$ cat config.mk
export PLATFORM = sky130hd
export DESIGN_NAME = gbf_ctrl
export DESIGN_NICKNAME = d
export VERILOG_FILES = /design/src/hdl/gbf_pkg.sv /design/src/hdl/gbf_ctrl.sv
export SDC_FILE = /design/constraint.sdc
export NUM_CORES = 1
export LEC_CHECK = 0
export CAP_MARGIN = 40
export CORE_AREA = 2 2 39 41
export CTS_BUF_LIST = sky130_fd_sc_hd__clkbuf_4 sky130_fd_sc_hd__clkbuf_8
export CTS_CLUSTER_DIAMETER = 30
export DETAILED_ROUTE_END_ITERATION = 16
export DIE_AREA = 0 0 41 43
export DONT_BUFFER_PORTS = 1
export SLEW_MARGIN = 20
export SYNTH_ARGS = -nofsm -noshare
export SYNTH_HDL_FRONTEND = slang
export SYNTH_SLANG_ARGS = --single-unit
$ cat constraint.sdc
create_clock -name clk -period 3.93 [get_ports clk]
set_input_delay 0.786 -clock clk [delete_from_list [all_inputs] [get_ports clk]]
set_output_delay 0.786 -clock clk [all_outputs]
set_load 0.02 [all_outputs]
$ cat src/hdl/gbf_pkg.sv
// gbf_pkg: shared types and constants of the glyph box finder
// used by gbf_ctrl, gbf_datapath, glyph_box_finder and gbf_checker
// no dependencies
`default_nettype none

package gbf_pkg;

    // width of a sheet dimension and of every coordinate
    localparam int DIM_W = 9;

    // command codes carried in the input tuser
    typedef enum logic [1:0] {
        CMD_LOAD   = 2'd0,
        CMD_FIND   = 2'd1,
        CMD_NEW    = 2'd2,
        CMD_REWIND = 2'd3
    } command_t;

    // configuration register indexes
    localparam logic REG_WIDTH  = 1'b0;
    localparam logic REG_HEIGHT = 1'b1;

    typedef enum logic [3:0] {
        ST_IDLE,
        ST_WRAP,
        ST_TEST,
        ST_CK_TL,
        ST_CK_TR,
        ST_CK_BL,
        ST_CK_BR,
        ST_W_TEST,
        ST_W_CK,
        ST_H_TEST,
        ST_H_CK,
        ST_DONE_F,
        ST_DONE_NF
    } gbf_state_t;

    // which map pixel a read targets, relative to the scan position
    typedef enum logic [2:0] {
        PR_TL,
        PR_TR,
        PR_BL,
        PR_BR,
        PR_W,
        PR_H
    } probe_sel_t;

    typedef struct packed {
        logic       start;
        logic       wrap;
        logic       advance;
        logic       rd_en;
        probe_sel_t sel;
        logic       gw_inc;
        logic       gh_inc;
        logic       finish_found;
        logic       finish_nf;
    } gbf_cmd_t;

    typedef struct packed {
        logic y_end;
        logic rd_bg;
        logic w_more;
        logic h_more;
        logic out_free;
    } gbf_status_t;

endpackage

`default_nettype wire

$ cat src/hdl/gbf_ctrl.sv
// gbf_ctrl: sequencer of the glyph box finder, drives the datapath by commands
// depends on gbf_pkg
`default_nettype none

module gbf_ctrl (
    input  wire logic                 clk,
    input  wire logic                 rst_n,
    input  wire logic                 in_valid,
    input  wire logic [1:0]           in_command,
    output logic                      in_ready,
    input  wire gbf_pkg::gbf_status_t status,
    output gbf_pkg::gbf_cmd_t         cmd
);
    import gbf_pkg::*;

    gbf_state_t state_reg;
    gbf_state_t state_next;

    always_ff @(posedge clk or negedge rst_n)
    begin
        if (!rst_n)
        begin
            state_reg <= ST_IDLE;
        end
        else
        begin
            state_reg <= state_next;
        end
    end

    always_comb
    begin
        state_next = state_reg;
        case (state_reg)
            ST_IDLE:
            begin
                if (in_valid && in_command == CMD_FIND)
                begin
                    state_next = ST_WRAP;
                end
            end
            ST_WRAP:
            begin
                state_next = ST_TEST;
            end
            ST_TEST:
            begin
                state_next = status.y_end ? ST_DONE_NF : ST_CK_TL;
            end
            ST_CK_TL:
            begin
                state_next = status.rd_bg ? ST_CK_TR : ST_WRAP;
            end
            ST_CK_TR:
            begin
                state_next = status.rd_bg ? ST_CK_BL : ST_WRAP;
            end
            ST_CK_BL:
            begin
                state_next = status.rd_bg ? ST_CK_BR : ST_WRAP;
            end
            ST_CK_BR:
            begin
                state_next = status.rd_bg ? ST_WRAP : ST_W_TEST;
            end
            ST_W_TEST:
            begin
                state_next = status.w_more ? ST_W_CK : ST_H_TEST;
            end
            ST_W_CK:
            begin
                state_next = status.rd_bg ? ST_H_TEST : ST_W_TEST;
            end
            ST_H_TEST:
            begin
                state_next = status.h_more ? ST_H_CK : ST_DONE_F;
            end
            ST_H_CK:
            begin
                state_next = status.rd_bg ? ST_DONE_F : ST_H_TEST;
            end
            ST_DONE_F, ST_DONE_NF:
            begin
                if (status.out_free)
                begin
                    state_next = ST_IDLE;
                end
            end
            default:
            begin
                state_next = ST_IDLE;
            end
        endcase
    end

    always_comb
    begin
        cmd      = '0;
        cmd.sel  = PR_TL;
        in_ready = 1'b0;
        case (state_reg)
            ST_IDLE:
            begin
                in_ready  = 1'b1;
                cmd.start = in_valid && in_command == CMD_FIND;
            end
            ST_WRAP:
            begin
                cmd.wrap = 1'b1;
            end
            ST_TEST:
            begin
                cmd.rd_en = !status.y_end;
                cmd.sel   = PR_TL;
            end
            ST_CK_TL:
            begin
                cmd.rd_en   = status.rd_bg;
                cmd.sel     = PR_TR;
                cmd.advance = !status.rd_bg;
            end
            ST_CK_TR:
            begin
                cmd.rd_en   = status.rd_bg;
                cmd.sel     = PR_BL;
                cmd.advance = !status.rd_bg;
            end
            ST_CK_BL:
            begin
                cmd.rd_en   = status.rd_bg;
                cmd.sel     = PR_BR;
                cmd.advance = !status.rd_bg;
            end
            ST_CK_BR:
            begin
                // a glyph pixel at the bottom right closes the corner
                cmd.advance = status.rd_bg;
            end
            ST_W_TEST:
            begin
                cmd.rd_en = status.w_more;
                cmd.sel   = PR_W;
            end
            ST_W_CK:
            begin
                cmd.gw_inc = !status.rd_bg;
            end
            ST_H_TEST:
            begin
                cmd.rd_en = status.h_more;
                cmd.sel   = PR_H;
            end
            ST_H_CK:
            begin
                cmd.gh_inc = !status.rd_bg;
            end
            ST_DONE_F:
            begin
                cmd.finish_found = status.out_free;
            end
            ST_DONE_NF:
            begin
                cmd.finish_nf = status.out_free;
            end
            default:
            begin
                cmd = '0;
            end
        endcase
    end

endmodule

`default_nettype wire

==> impl_results.md <==
* Result of the run: completed
* Net count of the finished layout at 91
* Fraction of final layout cells with drive strength greater than 1 at 7.59%
* Worst EP arrival at 2050 ps
* Cells traversed along the worst timing path: inv_2 > nor3_1 > o21a_1
* Yosys cell types at 37
* Global-route wire length before repair at 2.56 mm
* Portion of the post-synthesis area used by sequential elements at 17.1%
* Maximum root-to-sink buffer count at 2
* Routed via count divided by cell count at 6.34
* Post-synth top area share at 17.1%
* Clock transition at the register clock pins on the worst setup and hold paths after CTS at 40 ps
* Total half-perimeter wirelength after legalization and detailed placement at 979 um
* Flip-flop and latch count after synthesis at 4
* Horiz. Die Dim at 41 um
* Layout fillers at 152
* Nets in the synthesized netlist at 95
* Worst Reg-to-Reg Cells at 4
* Slew at the pin closest to its max-slew limit at 869 ps
* Layout overhead on the synthesized area at -3.63%
* GRT Resource Usage Total at 21.0%
* Setup CP Type: register to output port
* Worst hold-check path type: input port to asynchronous set/reset pin
* Worst-case setup margin in the final layout at 1090 ps
* Number of placed cells counting well taps at 92
* Post-Route M1 WL at 665 um
* Detail Route Antenna Nets at 0
* Detail Route met3 WL at 123 um
* Area taken by flip-flops and latches at 100 um^2
* Met2 WL post-DR at 642 um
* Placement Rows at 14
* CORE AREA at 1380 um^2
* Slew Viols, Final at 0
* Async S/R FF share, synth at 100%
* Clock period minus worst slack at 2840 ps
* Vias at 602
* Crit-path max FO at 23
* Data required time at the worst endpoint at 3140 ps
* Clock tree from TritonCTS: yes
* Cell at the root of the clock tree: sky130_fd_sc_hd__clkbuf_4
* Overall overflow remaining after global route at 0
* Setup violators final at 0
* Synth top area cells: sky130_fd_sc_hd__dfrtp_1 (17%), sky130_fd_sc_hd__a21oi_1 (6.0%), sky130_fd_sc_hd__o21ai_0 (6.0%), sky130_fd_sc_hd__nand2_1 (5.8%), sky130_fd_sc_hd__nor3_1 (5.1%)
* DR pass1 iterations at 4
* First DRT Iteration DRCs at 14
* Mean cell area of the mapped netlist at 6.89 um^2
* Clk_lat worst skew at 240 ps
* Leakage power figure at 0.000198 uW
* Sinks on Clock Net at 4
* Y dimension of the die at 43 um
* Initial antenna violation count at 0
* I/O Buffers at 0
* Final cell count without fillers at 95
* Cell with the largest stage delay on the worst path: sky130_fd_sc_hd__dfrtp_1
* Worst Skew at 3.03 ps
* Maximum number of pins on one net before global-route repair at 24
* Number of global-route vias before repair at 514
* Synth warnings at 0
* Remaining design rule violation count at 0
* Fin crit share at 72.3%
* Max Clk Rate at 352 MHz
* Post-CTS resize count at 0
* Headroom to the max-slew limit at 41.5%
* Total power after layout at 514 uW
* Number of violations of the max-capacitance limit at 0
* CTS Buf Count at 3
* Post-Synthesis Cell Area at 586 um^2
* Peak ir drop on the vdd network at 0.446 mV
* Diodes inserted at 0
* Most common cell after layout, fill and taps aside: sky130_fd_sc_hd__nand2_1
* Count of final hold-check violations at 0
* CTS hold repair buffers at 0
* Routed Wire Length at 1.43 mm
* EDFF count, synth at 0
* Power density over cell area at 912 nW/um^2
* Longest individual stage delay on the worst path at 740 ps
* Initial Util at 42.3%
* Synthesized instance count at 85
* TNS Setup at 0 ps
* Place WS at 1330 ps
* Die ar. at 1760 um^2
* H-tree depth reported by CTS at 1
* Most used cells in the layout excluding fill and tap cells: sky130_fd_sc_hd__nand2_1 (9), sky130_fd_sc_hd__o21ai_0 (7), sky130_fd_sc_hd__a21oi_1 (7)
* Area used by multi-input combinational logic at 414 um^2
* Average detailed-routed wire length per instance at 15.1 um
* Highest layer used for signal routing: met3
* Final weighted congestion in routability-driven placement at 0.798
* Critical path launch point type: register
* Unrepaired setup endpoints after global routing: false
* Setup fix buffers added after clock tree synthesis at 0
* Cell accounting for the most synthesized area: sky130_fd_sc_hd__dfrtp_1
* Setup crit end kind: output port
* Ports at 22
* Primary FF master, synth: sky130_fd_sc_hd__dfrtp_1
* Max reg flops at 4
[Yosys cell counts, types with 2 or more instances]
cell	instances
sky130_fd_sc_hd__or3_1	2
sky130_fd_sc_hd__nor3b_1	3
sky130_fd_sc_hd__o32a_1	2
sky130_fd_sc_hd__nor2b_1	3
sky130_fd_sc_hd__a31oi_1	2
sky130_fd_sc_hd__nand2b_1	3
sky130_fd_sc_hd__o22ai_1	3
sky130_fd_sc_hd__nor2_1	5
sky130_fd_sc_hd__a21oi_1	7
sky130_fd_sc_hd__dfrtp_1	4
sky130_fd_sc_hd__buf_6	2
sky130_fd_sc_hd__buf_2	3
sky130_fd_sc_hd__nand2_1	9
sky130_fd_sc_hd__buf_4	3
sky130_fd_sc_hd__nor3_1	6
sky130_fd_sc_hd__o21ai_0	7
[stage by stage]
step / utilization, % / instance area [um^2] / hold WS (ps)
finish: 40.8 / 564 / 244
floorplan: - / 586 / 490
global placement: 39.2 / 542 / 490
detailed placement: 39.2 / 542 / 490
global route: 40.8 / 564 / 232
CTS: 40.8 / 564 / 239
[worst paths after layout]
path	start	to	slack [ps]
worst max-delay path	state_reg[2]	cmd[4]	1090
worst min-delay path	rst_n	state_reg[2]	240
worst max register to register	state_reg[1]	state_reg[0]	2200
worst min register to register	state_reg[2]	state_reg[1]	870
max in group asynchronous	rst_n	state_reg[3]	3620
min in group clk	status[0]	state_reg[1]	780
[final cells by class]
class / count / share of cell area, %
Tap cell: 16 / 3.55
Sequential cell: 4 / 17.7
Clock buffer: 3 / 3.99
Inverter: 2 / 1.33
Multi-Input combinational cell: 70 / 73.4
[where the power goes]
part,leakage (uW),switching (uW),internal [uW]
combinational,0.000134,169,124
sequential,0.0000508,110,60.8
clock,0.0000138,16.8,34.2
total,0.000198,295,219
[per-layer routing]
layer	up-vias	global-route usage (%)
li1	300	-
met5	-	0
met3	0	8.90
met1	282	34.2
met2	20	25.0
met4	0	4.00
[cell families (layout without fill, tap and decap cells)]
kind of cell / count (synthesis) / after routing / share of synthesized area, %
flip-flops: 4 / 4 / 17.1
AND/OR/NAND/NOR: 39 / 39 / 36.1
AO/OA/AOI/OAI: 29 / 29 / 31.4
XOR/XNOR: 1 / 1 / 1.50
buffers and inverters: 11 / 5 / 12.2
multiplexers: 1 / 1 / 1.71
[worst max-delay path: cells and delay by family (launching register included)]
kind	cells	cell delay [ps]
flops	1	740
buf+inv	1	130
simple gates	1	610
compound gates	1	340
Power figures use the tool's default switching activity.
